==> src/rtl/mpc_pkg.sv <==
`default_nettype none

package mpc_pkg;

    typedef enum logic [3:0] {
        CMD_DATA_ENTRY = 4'd0,
        CMD_NRPN       = 4'd1,
        CMD_RPN_LSB    = 4'd2,
        CMD_RPN_MSB    = 4'd3,
        CMD_PEDAL      = 4'd4,
        CMD_BEND       = 4'd5,
        CMD_MOD        = 4'd6,
        CMD_VOL        = 4'd7,
        CMD_EXPR       = 4'd8,
        CMD_PAN        = 4'd9,
        CMD_CTL_RESET  = 4'd10,
        CMD_PART_RESET = 4'd11,
        CMD_KEY        = 4'd12
    } t_cmd;

    typedef enum logic {
        CFG_KEY_SHIFT  = 1'b0,
        CFG_BEND_RANGE = 1'b1
    } t_cfg_idx;

    typedef struct packed {
        logic [3:0]  cmd;
        logic [13:0] value;
    } t_mpc_in;

    typedef struct packed {
        logic signed [14:0] pitch_bend;
        logic [6:0]         modulation_level;
        logic [6:0]         volume_level;
        logic [6:0]         expression_level;
        logic [3:0]         pan_position;
        logic [4:0]         bend_semitones;
        logic [6:0]         translated_key;
        logic               pedal_held;
        logic               release_held;
        logic               sound_off;
    } t_mpc_out;

    localparam logic [4:0]  BEND_MAX_SEMIS   = 5'd24;
    localparam logic [9:0]  BEND_STEP        = 10'd683;
    localparam logic [5:0]  KEY_SHIFT_RST    = 6'd24;
    localparam logic [4:0]  BEND_RANGE_RST   = 5'd12;
    localparam logic [15:0] PARAM_NONE       = 16'hFFFF;
    localparam logic [6:0]  LEVEL_RST        = 7'd100;
    localparam logic [3:0]  PAN_RST          = 4'd7;
    localparam logic [6:0]  PEDAL_THRESH     = 7'd64;
    localparam logic [7:0]  KEY_LOW          = 8'd36;
    localparam logic [7:0]  KEY_HIGH         = 8'd132;
    localparam logic [7:0]  KEY_OCTAVE       = 8'd12;
    localparam logic [7:0]  KEY_BIAS         = 8'd24;
    // x*100/127 == (x*100*8257) >> 20 for all 7-bit x
    localparam logic [19:0] LEVEL_RECIP      = 20'd825700;
    // x*8/68 == (x*482) >> 12 for all 7-bit x
    localparam logic [8:0]  PAN_RECIP        = 9'd482;

    function automatic logic [4:0] f_clamp_range(input logic [6:0] x);
        return (x > 7'(BEND_MAX_SEMIS)) ? BEND_MAX_SEMIS : x[4:0];
    endfunction

    function automatic logic [14:0] f_bend_step(input logic [4:0] range);
        logic [14:0] p;
        p = 15'(range) * 15'(BEND_STEP);
        return p;
    endfunction

    function automatic logic [6:0] f_level(input logic [6:0] x);
        logic [26:0] p;
        p = 27'(x) * 27'(LEVEL_RECIP);
        return p[26:20];
    endfunction

    function automatic logic [3:0] f_pan(input logic [6:0] x);
        logic [15:0] p;
        p = 16'(x) * 16'(PAN_RECIP);
        return p[15:12];
    endfunction

    function automatic logic [6:0] f_fold_key(input logic [6:0] key, input logic [5:0] shift);
        logic [7:0] k;
        logic [7:0] d;
        k = 8'(key) + 8'(shift);
        d = 8'd0;
        if (k < KEY_LOW) begin
            d = KEY_LOW - k;
            if (d <= KEY_OCTAVE)               k = k + KEY_OCTAVE;
            else if (d <= 8'(2 * KEY_OCTAVE))  k = k + 8'(2 * KEY_OCTAVE);
            else                               k = k + 8'(3 * KEY_OCTAVE);
        end else if (k > KEY_HIGH) begin
            d = k - KEY_HIGH;
            if (d <= KEY_OCTAVE)               k = k - KEY_OCTAVE;
            else if (d <= 8'(2 * KEY_OCTAVE))  k = k - 8'(2 * KEY_OCTAVE);
            else if (d <= 8'(3 * KEY_OCTAVE))  k = k - 8'(3 * KEY_OCTAVE);
            else if (d <= 8'(4 * KEY_OCTAVE))  k = k - 8'(4 * KEY_OCTAVE);
            else                               k = k - 8'(5 * KEY_OCTAVE);
        end
        k = k - KEY_BIAS;
        return k[6:0];
    endfunction

endpackage

`default_nettype wire

==> src/rtl/mpc_in_stage.sv <==
`default_nettype none

module mpc_in_stage
    import mpc_pkg::*;
(
    input  wire logic    i_clk,
    input  wire logic    i_rst_n,
    input  wire logic    i_in_valid,
    output logic         o_in_ready,
    input  wire t_mpc_in i_in_data,
    output logic         o_valid,
    input  wire logic    i_ready,
    output t_mpc_in      o_data
);

    logic    r_valid;
    t_mpc_in r_data;

    assign o_in_ready = !r_valid || i_ready;
    assign o_valid    = r_valid;
    assign o_data     = r_data;

    always_ff @(posedge i_clk) begin
        if (!i_rst_n) begin
            r_valid <= 1'b0;
        end else if (o_in_ready) begin
            r_valid <= i_in_valid;
        end
    end

    always_ff @(posedge i_clk) begin
        if (i_in_valid && o_in_ready) begin
            r_data <= i_in_data;
        end
    end

endmodule

`default_nettype wire

==> src/rtl/mpc_ctl_core.sv <==
`default_nettype none

module mpc_ctl_core
    import mpc_pkg::*;
(
    input  wire logic       i_clk,
    input  wire logic       i_rst_n,
    input  wire logic       i_valid,
    output logic            o_ready,
    input  wire t_mpc_in    i_data,
    input  wire logic       i_cfg_valid,
    input  wire logic       i_cfg_index,
    input  wire logic [5:0] i_cfg_data,
    output logic            o_out_valid,
    input  wire logic       i_out_ready,
    output t_mpc_out        o_out_data
);

    logic [5:0]         r_key_shift;
    logic [15:0]        r_param;
    logic               r_nrpn;
    logic [4:0]         r_range;
    logic [14:0]        r_bend_step;
    logic signed [14:0] r_bend;
    logic [6:0]         r_mod;
    logic [6:0]         r_expr;
    logic [6:0]         r_vol;
    logic [3:0]         r_pan;
    logic               r_pedal;
    logic               r_out_valid;
    t_mpc_out           r_out;

    logic [15:0]        n_param;
    logic               n_nrpn;
    logic [4:0]         n_range;
    logic signed [14:0] n_bend;
    logic [6:0]         n_mod;
    logic [6:0]         n_expr;
    logic [6:0]         n_vol;
    logic [3:0]         n_pan;
    logic               n_pedal;
    t_mpc_out           n_out;

    logic               fire;
    logic [6:0]         v7;
    logic               pressed;
    logic [6:0]         key_out;
    logic               rel;
    logic               soff;
    logic signed [13:0] bend_off;
    logic signed [29:0] bend_prod;

    assign o_ready     = !r_out_valid || i_out_ready;
    assign fire        = i_valid && o_ready;
    assign o_out_valid = r_out_valid;
    assign o_out_data  = r_out;

    assign v7      = i_data.value[6:0];
    assign pressed = (v7 >= PEDAL_THRESH);
    // value - 8192 as a 14-bit signed number
    assign bend_off  = {~i_data.value[13], i_data.value[12:0]};
    assign bend_prod = 30'(bend_off) * $signed({15'd0, r_bend_step});

    always_comb begin
        n_param = r_param;
        n_nrpn  = r_nrpn;
        n_range = r_range;
        n_bend  = r_bend;
        n_mod   = r_mod;
        n_expr  = r_expr;
        n_vol   = r_vol;
        n_pan   = r_pan;
        n_pedal = r_pedal;
        key_out = 7'd0;
        rel     = 1'b0;
        soff    = 1'b0;
        case (t_cmd'(i_data.cmd))
            CMD_DATA_ENTRY: begin
                if (!r_nrpn && r_param == 16'd0) n_range = f_clamp_range(v7);
            end
            CMD_NRPN: begin
                n_nrpn = 1'b1;
            end
            CMD_RPN_LSB: begin
                n_nrpn  = 1'b0;
                n_param = {r_param[15:8], 1'b0, v7};
            end
            CMD_RPN_MSB: begin
                n_nrpn  = 1'b0;
                n_param = {1'b0, v7, r_param[7:0]};
            end
            CMD_PEDAL: begin
                rel     = r_pedal && !pressed;
                n_pedal = pressed;
            end
            CMD_BEND: begin
                // arithmetic shift rounds toward minus infinity
                n_bend = bend_prod[28:14];
            end
            CMD_MOD: begin
                n_mod = v7;
            end
            CMD_VOL: begin
                n_vol = f_level(v7);
            end
            CMD_EXPR: begin
                n_expr = f_level(v7);
            end
            CMD_PAN: begin
                n_pan = f_pan(v7);
            end
            CMD_CTL_RESET: begin
                n_mod   = 7'd0;
                n_expr  = LEVEL_RST;
                n_bend  = 15'sd0;
                rel     = r_pedal;
                n_pedal = 1'b0;
            end
            CMD_PART_RESET: begin
                n_mod   = 7'd0;
                n_expr  = LEVEL_RST;
                n_bend  = 15'sd0;
                rel     = r_pedal;
                n_pedal = 1'b0;
                soff    = 1'b1;
                n_param = PARAM_NONE;
            end
            CMD_KEY: begin
                key_out = f_fold_key(v7, r_key_shift);
            end
            default: begin
            end
        endcase

        n_out.pitch_bend       = n_bend;
        n_out.modulation_level = n_mod;
        n_out.volume_level     = n_vol;
        n_out.expression_level = n_expr;
        n_out.pan_position     = n_pan;
        n_out.bend_semitones   = n_range;
        n_out.translated_key   = key_out;
        n_out.pedal_held       = n_pedal;
        n_out.release_held     = rel;
        n_out.sound_off        = soff;
    end

    always_ff @(posedge i_clk) begin
        if (!i_rst_n) begin
            r_key_shift <= KEY_SHIFT_RST;
            r_param     <= PARAM_NONE;
            r_nrpn      <= 1'b0;
            r_range     <= BEND_RANGE_RST;
            r_bend_step <= f_bend_step(BEND_RANGE_RST);
            r_bend      <= 15'sd0;
            r_mod       <= 7'd0;
            r_expr      <= LEVEL_RST;
            r_vol       <= LEVEL_RST;
            r_pan       <= PAN_RST;
            r_pedal     <= 1'b0;
            r_out_valid <= 1'b0;
        end else begin
            if (o_ready) begin
                r_out_valid <= i_valid;
            end
            if (fire) begin
                r_param     <= n_param;
                r_nrpn      <= n_nrpn;
                r_range     <= n_range;
                r_bend_step <= f_bend_step(n_range);
                r_bend      <= n_bend;
                r_mod       <= n_mod;
                r_expr      <= n_expr;
                r_vol       <= n_vol;
                r_pan       <= n_pan;
                r_pedal     <= n_pedal;
            end
            // config must only arrive while idle; the block itself does not enforce this
            if (i_cfg_valid) begin
                case (t_cfg_idx'(i_cfg_index))
                    CFG_KEY_SHIFT: begin
                        r_key_shift <= i_cfg_data;
                    end
                    CFG_BEND_RANGE: begin
                        r_range     <= f_clamp_range({2'b00, i_cfg_data[4:0]});
                        r_bend_step <= f_bend_step(f_clamp_range({2'b00, i_cfg_data[4:0]}));
                    end
                    default: begin
                    end
                endcase
            end
        end
    end

    always_ff @(posedge i_clk) begin
        if (fire) begin
            r_out <= n_out;
        end
    end

endmodule

`default_nettype wire

==> src/rtl/midi_part_controller_state.sv <==
// A beat is registered first in the input stage and then in the output register of the core.
// Throughput: one beat per cycle while the output is not stalled; ready passes straight through both registers.
// The bend scale product is kept in a register next to the range, so bend uses
// one 14x15 multiply per beat.
// Reset: synchronous, active low; restores all controller state to its defaults.
`default_nettype none

module midi_part_controller_state
    import mpc_pkg::*;
(
    input  wire logic       i_clk,
    input  wire logic       i_rst_n,
    input  wire logic       i_in_valid,
    output logic            o_in_ready,
    input  wire t_mpc_in    i_in_data,
    output logic            o_out_valid,
    input  wire logic       i_out_ready,
    output t_mpc_out        o_out_data,
    input  wire logic       i_cfg_valid,
    output logic            o_cfg_ready,
    input  wire logic       i_cfg_index,
    input  wire logic [5:0] i_cfg_data
);

    logic    stg_valid;
    logic    stg_ready;
    t_mpc_in stg_data;

    assign o_cfg_ready = 1'b1;

    mpc_in_stage u_in_stage (
        .i_clk      (i_clk),
        .i_rst_n    (i_rst_n),
        .i_in_valid (i_in_valid),
        .o_in_ready (o_in_ready),
        .i_in_data  (i_in_data),
        .o_valid    (stg_valid),
        .i_ready    (stg_ready),
        .o_data     (stg_data)
    );

    mpc_ctl_core u_ctl_core (
        .i_clk       (i_clk),
        .i_rst_n     (i_rst_n),
        .i_valid     (stg_valid),
        .o_ready     (stg_ready),
        .i_data      (stg_data),
        .i_cfg_valid (i_cfg_valid),
        .i_cfg_index (i_cfg_index),
        .i_cfg_data  (i_cfg_data),
        .o_out_valid (o_out_valid),
        .i_out_ready (i_out_ready),
        .o_out_data  (o_out_data)
    );

endmodule

`default_nettype wire

==> config.mk <==
export PLATFORM = sky130hd
export DESIGN_NAME = midi_part_controller_state
export DESIGN_NICKNAME = d
export VERILOG_FILES = /design/src/rtl/mpc_pkg.sv /design/src/rtl/mpc_in_stage.sv /design/src/rtl/mpc_ctl_core.sv /design/src/rtl/midi_part_controller_state.sv
export SDC_FILE = /design/constraint.sdc
export NUM_CORES = 1
export LEC_CHECK = 0
export BUFFER_PORTS_ARGS = -buffer_cell sky130_fd_sc_hd__buf_2
export CAP_MARGIN = 25
export CELL_PAD_IN_SITES_DETAIL_PLACEMENT = 1
export CELL_PAD_IN_SITES_GLOBAL_PLACEMENT = 1
export CORE_MARGIN = 2
export CORE_UTILIZATION = 30
export DETAILED_ROUTE_END_ITERATION = 16
export PLACE_DENSITY_LB_ADDON = 0.1
export SYNTH_ARGS = -nofsm -noshare
export SYNTH_HDL_FRONTEND = slang
export SYNTH_SLANG_ARGS = --single-unit
==> constraint.sdc <==
create_clock -name i_clk -period 10.1 [get_ports i_clk]
set_clock_uncertainty 0.05 [all_clocks]
set_input_delay 1.515 -clock i_clk [delete_from_list [all_inputs] [get_ports i_clk]]
set_output_delay 1.515 -clock i_clk [all_outputs]
set_load 0.005 [all_outputs]
==> impl_results.md, run 1 <==
* Failing checks: DRC
* Max-cap violations at 0
* Post-synthesis sequential area ratio at 0.218
* Cell taking the most area after synthesis: fa_1
* DIE AREA at 61800 sq um
* Total core area at 59100 sq um
* Final core occ at 0.335
* Synth top area share at 0.208
* Max FO, Critical Path at 13
* Post-synth EDFFs at 73
* H-tree Lvls at 4
* Most common cell after layout, fill and taps aside: inv_1
* Final setup fails at 0
* Hold Fails Final Rpt at 0
* VDD IR-drop max at 0.154 mV
* TritonRoute pass-1 iters at 11
* Chip width at 249 microns
* DR iter-0 viols at 495
* Port bufs at 86
* Pwr/cell area at 222 nW/um^2
* R2r endpoint: u_ctl_core.r_bend[9]
* Final wirelength at 54800 microns
* Largest net degree at the start of global routing at 62
* Fin nets at 2433
* Yosys warns at 0
* P_leak at 9.43 nW
* Setup TNS at 0 ns
* Post-route setup slack at 2.49 ns
* DP Area at 19200 sq um
* Drt drc at 2
* Hold depth at 2
* Postcts setup bufs at 0
* Asr flop ratio synth at 0
* Fill count at 6817
* Critical path class: reg2reg
* Achievable frequency at 131 MHz
* CTS Buf Count at 17
* CP Buf/Inv Count at 6
* Worst Path Arrival at 7.94 ns
* Synth top area cells: fa_1 (21%), ha_1 (17%), edfxtp_1 (12%)
* Critical path's top delay family: adder cells
* Clock tree buffer depth at 2
* Period utilisation layout at 0.753
* Hold wc startpoint: u_ctl_core.r_param[15]
* Ys flop type: dfxtp_1
* Layout area overhead at 10.3%
* IO Pins at 88
* Standard-cell row count at 89
* Req. time, crit path at 10.43 ns
* Worst-path clk slew at 0.08 ns
* Setup slack, reg-to-reg at 2.49 ns
* Post-CTS Hold Fix Bufs at 0
* # resized after CTS at 0
* First-pass GRT wire length at 86900 microns
* Total GRT Usage at 0.184
* Synthesized area at 18000 sq um
* Startpoint types: flip-flop
* Post-Syn Instances at 1927
* Post-route ant nets at 0
* DR vias/cell at 4.88
* Reg-to-Reg Start: u_in_stage.o_data[4]
* Final Critical Period at 7.61 ns
* Dpl ws at 2.45 ns
* Antenna violations before repair at 2
* Clock Sinks at 159
* Worst-Skew Late Latency at 0.50 ns
* Fin area at 19800 sq um
* Wire per inst at 19.9 microns
* DP Cell Count at 2727
* Initial Util at 0.304
* Number of global-route vias before repair at 14758
* RSZ-0062 raised after global routing: false
* Final cell count without fillers at 2759
* Crit end category: flip-flop
* Routability congestion estimate at 0.801
* Highest-delay cell along the critical path: edfxtp_1
* Outcome: finished, violations left
* CP peak stage delay at 0.55 ns
* Height of the die at 249 microns
* Worst slew pin tran at 0.953 ns
* DR vias at 13462
* Slew Limit Fails at 0
* Post-DP HPWL at 41800 microns
* Post-synth cell types at 92
* Ant diodes at 0
* Hold Path Sink: u_ctl_core.r_param[15]
* Grt total ovfl at 0
* Area of the multi-input gates at 12600 sq um
* R2R cell count at 25
* Slew Limit Headroom at 0.363
* Root buf cell: clkbuf_16
* Syn_nets at 2387
* Post-synthesis register bit count at 159
* CTS tree: yes
* Worst min path class: reg2reg
* Commonest cells after routing, fill and taps aside: inv_1 (296), ha_1 (243), nand2_1 (231)
* FF+latch area at 3910 sq um
* Fraction of layout cells with a size suffix above 1 at 0.102
* Synth Area per Inst at 9.32 sq um
## tightest hold or removal path: cells and delay by family, from the launching register on
kind	cells	cell delay, ns
DFF	1	0.32
and+or+nand+nor	2	0.09
## report_power, final
| group | total, mW | internal [mW] | switching [mW] | leakage (nW) |
|---|---|---|---|---|
| logic | 2.90 | 1.23 | 1.67 | 7.76 |
| registers | 0.784 | 0.720 | 0.0635 | 1.39 |
| clock network | 0.707 | 0.354 | 0.352 | 0.287 |
## worst max path at each step
stage | start | end | cells after the start
2_1_floorplan | u_in_stage.o_data[6] | u_ctl_core.r_bend[9] | 25
3_3_place_gp | u_in_stage.o_data[4] | u_ctl_core.r_bend[9] | 25
3_5_place_dp | u_in_stage.o_data[4] | u_ctl_core.r_bend[9] | 25
4_1_cts | u_in_stage.o_data[4] | u_ctl_core.r_bend[9] | 25
5_1_grt | u_in_stage.o_data[4] | u_ctl_core.r_bend[9] | 25
6_report | u_in_stage.o_data[4] | u_ctl_core.r_bend[9] | 25
## synth_stat cells, drive strengths merged, types with 15 or more instances
library cell	n
a21o	20
dfxtp	86
a22o	21
and2	117
nor2	98
xor2	17
or2	15
nand2	233
nor3	15
fa	187
nor2b	16
a21oi	47
o211ai	29
xnor2	42
nand2b	17
inv	299
nand3	31
edfxtp	73
clkbuf	68
o21ai	53
ha	243
## logic make-up after synthesis
family / after synthesis / synth area share
simple gates: 590 / 0.159
fa+ha+maj: 430 / 0.378
buf+inv: 378 / 0.0798
compound gates: 288 / 0.121
flops: 159 / 0.218
xor+xnor: 62 / 0.0338
mux: 19 / 0.0113
other cells: 1 / 0.000209
## state kept, by name (all words and copies together) (netlist names), 5 cells and up
name,flops
u_ctl_core.r_expr,7
u_ctl_core.r_key_shift,6
u_in_stage.o_data,18
u_ctl_core.o_out_data,55
u_ctl_core.r_vol,7
u_ctl_core.r_bend,15
u_ctl_core.r_mod,7
u_ctl_core.r_bend_step,15
u_ctl_core.r_range,5
u_ctl_core.r_param,16
## area by class of cell
class | instances | share of cell area
multi-input cells | 1390 | 0.638
flip-flops and latches | 159 | 0.198
inverters | 300 | 0.0570
well taps | 773 | 0.0488
repair buffers | 105 | 0.0289
clock buffers | 18 | 0.0217
clock inverters | 14 | 0.00853
## routing by layer
layer  track usage  vias to the layer above  share of wire
li1              -                     6433              -
met4        0.0431                        0          0.014
met2         0.314                      138           0.48
met1         0.247                     6861           0.49
met3        0.0235                       30          0.022
met5             0                        -              0
## metrics by stage
stage / hold slack [ns] / power, mW
floorplan: 0.372 / 2.94
global placement: 0.384 / 3.72
detailed placement: 0.400 / 3.76
CTS: 0.412 / 4.52
global route: 0.417 / 4.95
finish: 0.405 / 4.39
Note: power is estimated with default switching activity, not from simulation.
==> run 2, diff against run 1 <==
==> constraint.sdc (replaced) <==
create_clock -name i_clk -period 7.3 [get_ports i_clk]
set_clock_uncertainty 0.05 [all_clocks]
set_input_delay 1.095 -clock i_clk [delete_from_list [all_inputs] [get_ports i_clk]]
set_output_delay 1.095 -clock i_clk [all_outputs]
set_load 0.005 [all_outputs]
==> impl_results.md, run 2 (synthesis gave the netlist of run 1 again) <==
* Outcome: finished, violations left
* Failing checks: DRC
* DR iter-0 viols at 574
* Drt drc at 2
* Clock tree buffer depth at 2
* Dpl ws at 0.153 ns
* Setup slack, reg-to-reg at 0.32 ns
* Fin area at 20100 sq um
* Root buf cell: clkbuf_16
* Max FO, Critical Path at 10
* Post-route ant nets at 0
* IO Pins at 88
* Worst slew pin tran at 1.01 ns
* R2R cell count at 24
* Worst Path Arrival at 7.32 ns
* Worst min path class: reg2reg
* Internal at 3.26 mW
* Critical path class: reg2reg
* Grt total ovfl at 0
* Total Power at 6.17 mW
* First-pass GRT wire length at 89100 microns
* Worst-Skew Late Latency at 0.50 ns
* Total core area at 59100 sq um
* WHS at 0.400 ns
* Hold depth at 2
* Layout area overhead at 11.7%
* CTS Buf Count at 17
* Height of the die at 249 microns
* Achievable frequency at 143 MHz
* Area of the multi-input gates at 12600 sq um
* Number of global-route vias before repair at 15218
* Clock network fraction of design power at 0.151
* DR vias/cell at 4.87
* P_sw at 2.91 mW
* Post-CTS Hold Fix Bufs at 0
* Routability congestion estimate at 0.817
* Hold Fails Final Rpt at 0
* Post-route setup slack at 0.315 ns
* Chip width at 249 microns
* Final cell count without fillers at 2796
* Fraction of layout cells with a size suffix above 1 at 0.120
* Commonest cells after routing, fill and taps aside: inv_1 (296), ha_1 (243), nand2_1 (231)
* Req. time, crit path at 7.63 ns
* Fill count at 6748
* Comb power frac at 0.680
* Final wirelength at 55500 microns
* FF+latch area at 3910 sq um
* Clock Sinks at 159
* DR vias at 13604
* Most common cell after layout, fill and taps aside: inv_1
* Antenna violations before repair at 0
* P_leak at 9.61 nW
* Setup TNS at 0 ns
* CTS tree: yes
* Max reg flops at 55
* Largest net degree at the start of global routing at 68
* DP Cell Count at 2760
* H-tree Lvls at 4
* Ant diodes at 0
* Fin nets at 2470
* Standard-cell row count at 89
* Max-cap violations at 0
* Pwr/cell area at 307 nW/um^2
* Period utilisation layout at 0.957
* Switching Share at 0.471
* TritonRoute pass-1 iters at 13
* Slew Limit Headroom at 0.328
* Final Critical Period at 6.98 ns
* DIE AREA at 61800 sq um
* Worst-path clk slew at 0.08 ns
* DP Area at 19500 sq um
* Final core occ at 0.339
* Initial Util at 0.304
* Startpoint types: flip-flop
* Total GRT Usage at 0.187
* Slew Limit Fails at 0
* Wire per inst at 19.8 microns
* Crit end category: flip-flop
* Seq pwr share at 0.169
* Final setup fails at 0
* VDD IR-drop max at 0.201 mV
* Post-DP HPWL at 43300 microns
* Port bufs at 86
[run 2: routing by layer]
layer  GRT usage  vias up  share of wire
met2       0.316      139           0.48
li1            -     6502              -
met3      0.0288       44          0.026
met4      0.0462        0          0.015
met1       0.251     6919           0.48
met5           0        -              0
[run 2: layout make-up]
| type | instances | area share |
|---|---|---|
| Multi-Input combinational cell | 1390 | 0.630 |
| Sequential cell | 159 | 0.195 |
| Inverter | 300 | 0.0562 |
| Tap cell | 773 | 0.0482 |
| Timing Repair Buffer | 142 | 0.0424 |
| Clock buffer | 19 | 0.0221 |
| Clock inverter | 13 | 0.00611 |
[run 2: worst max-delay path, cell delays in order (launching register included)]
cell and delay, ns:
edfxtp_1 0.57, buf_4 0.29, nand2_1 0.10, fa_1 0.50, fa_1 0.52, fa_1 0.51
inv_1 0.07, fa_1 0.52, fa_1 0.54, inv_1 0.05, fa_1 0.53, inv_1 0.04
ha_1 0.28, o21ai_1 0.15, nand2b_1 0.11, and3_1 0.21, a211oi_2 0.21, buf_4 0.17
a211oi_2 0.11, or3_4 0.40, a31o_2 0.27, a21oi_1 0.17, xnor2_1 0.09, a22o_1 0.19
o211a_1 0.20
[run 2: final timing paths]
| check | startpoint | endpoint |
|---|---|---|
| min | u_ctl_core.r_param[15] | u_ctl_core.r_param[15] |
| max reg2reg | u_in_stage.o_data[6] | u_ctl_core.r_bend[9] |
| max | u_in_stage.o_data[6] | u_ctl_core.r_bend[9] |
| min reg2reg | u_ctl_core.r_param[15] | u_ctl_core.r_param[15] |
[run 2: power by group through the flow]
| stage | Sequential, mW | Combinational, mW | Clock, mW |
|---|---|---|---|
| final | 1.04 | 4.19 | 0.934 |
| after CTS | 1.04 | 4.27 | 0.978 |
| after global routing | 1.05 | 4.84 | 0.997 |
| after global placement | 1.06 | 4.16 | 0 |
| after floorplan | 1.05 | 3.02 | 0 |
| after detailed placement | 1.06 | 4.21 | 0 |
[run 2: timing repair]
| item | CTS | global route |
|---|---|---|
| setup endpoints to repair | 0 | 17 |
| resized for setup | 0 | 5 |
| buffers inserted | 0 | 4 |
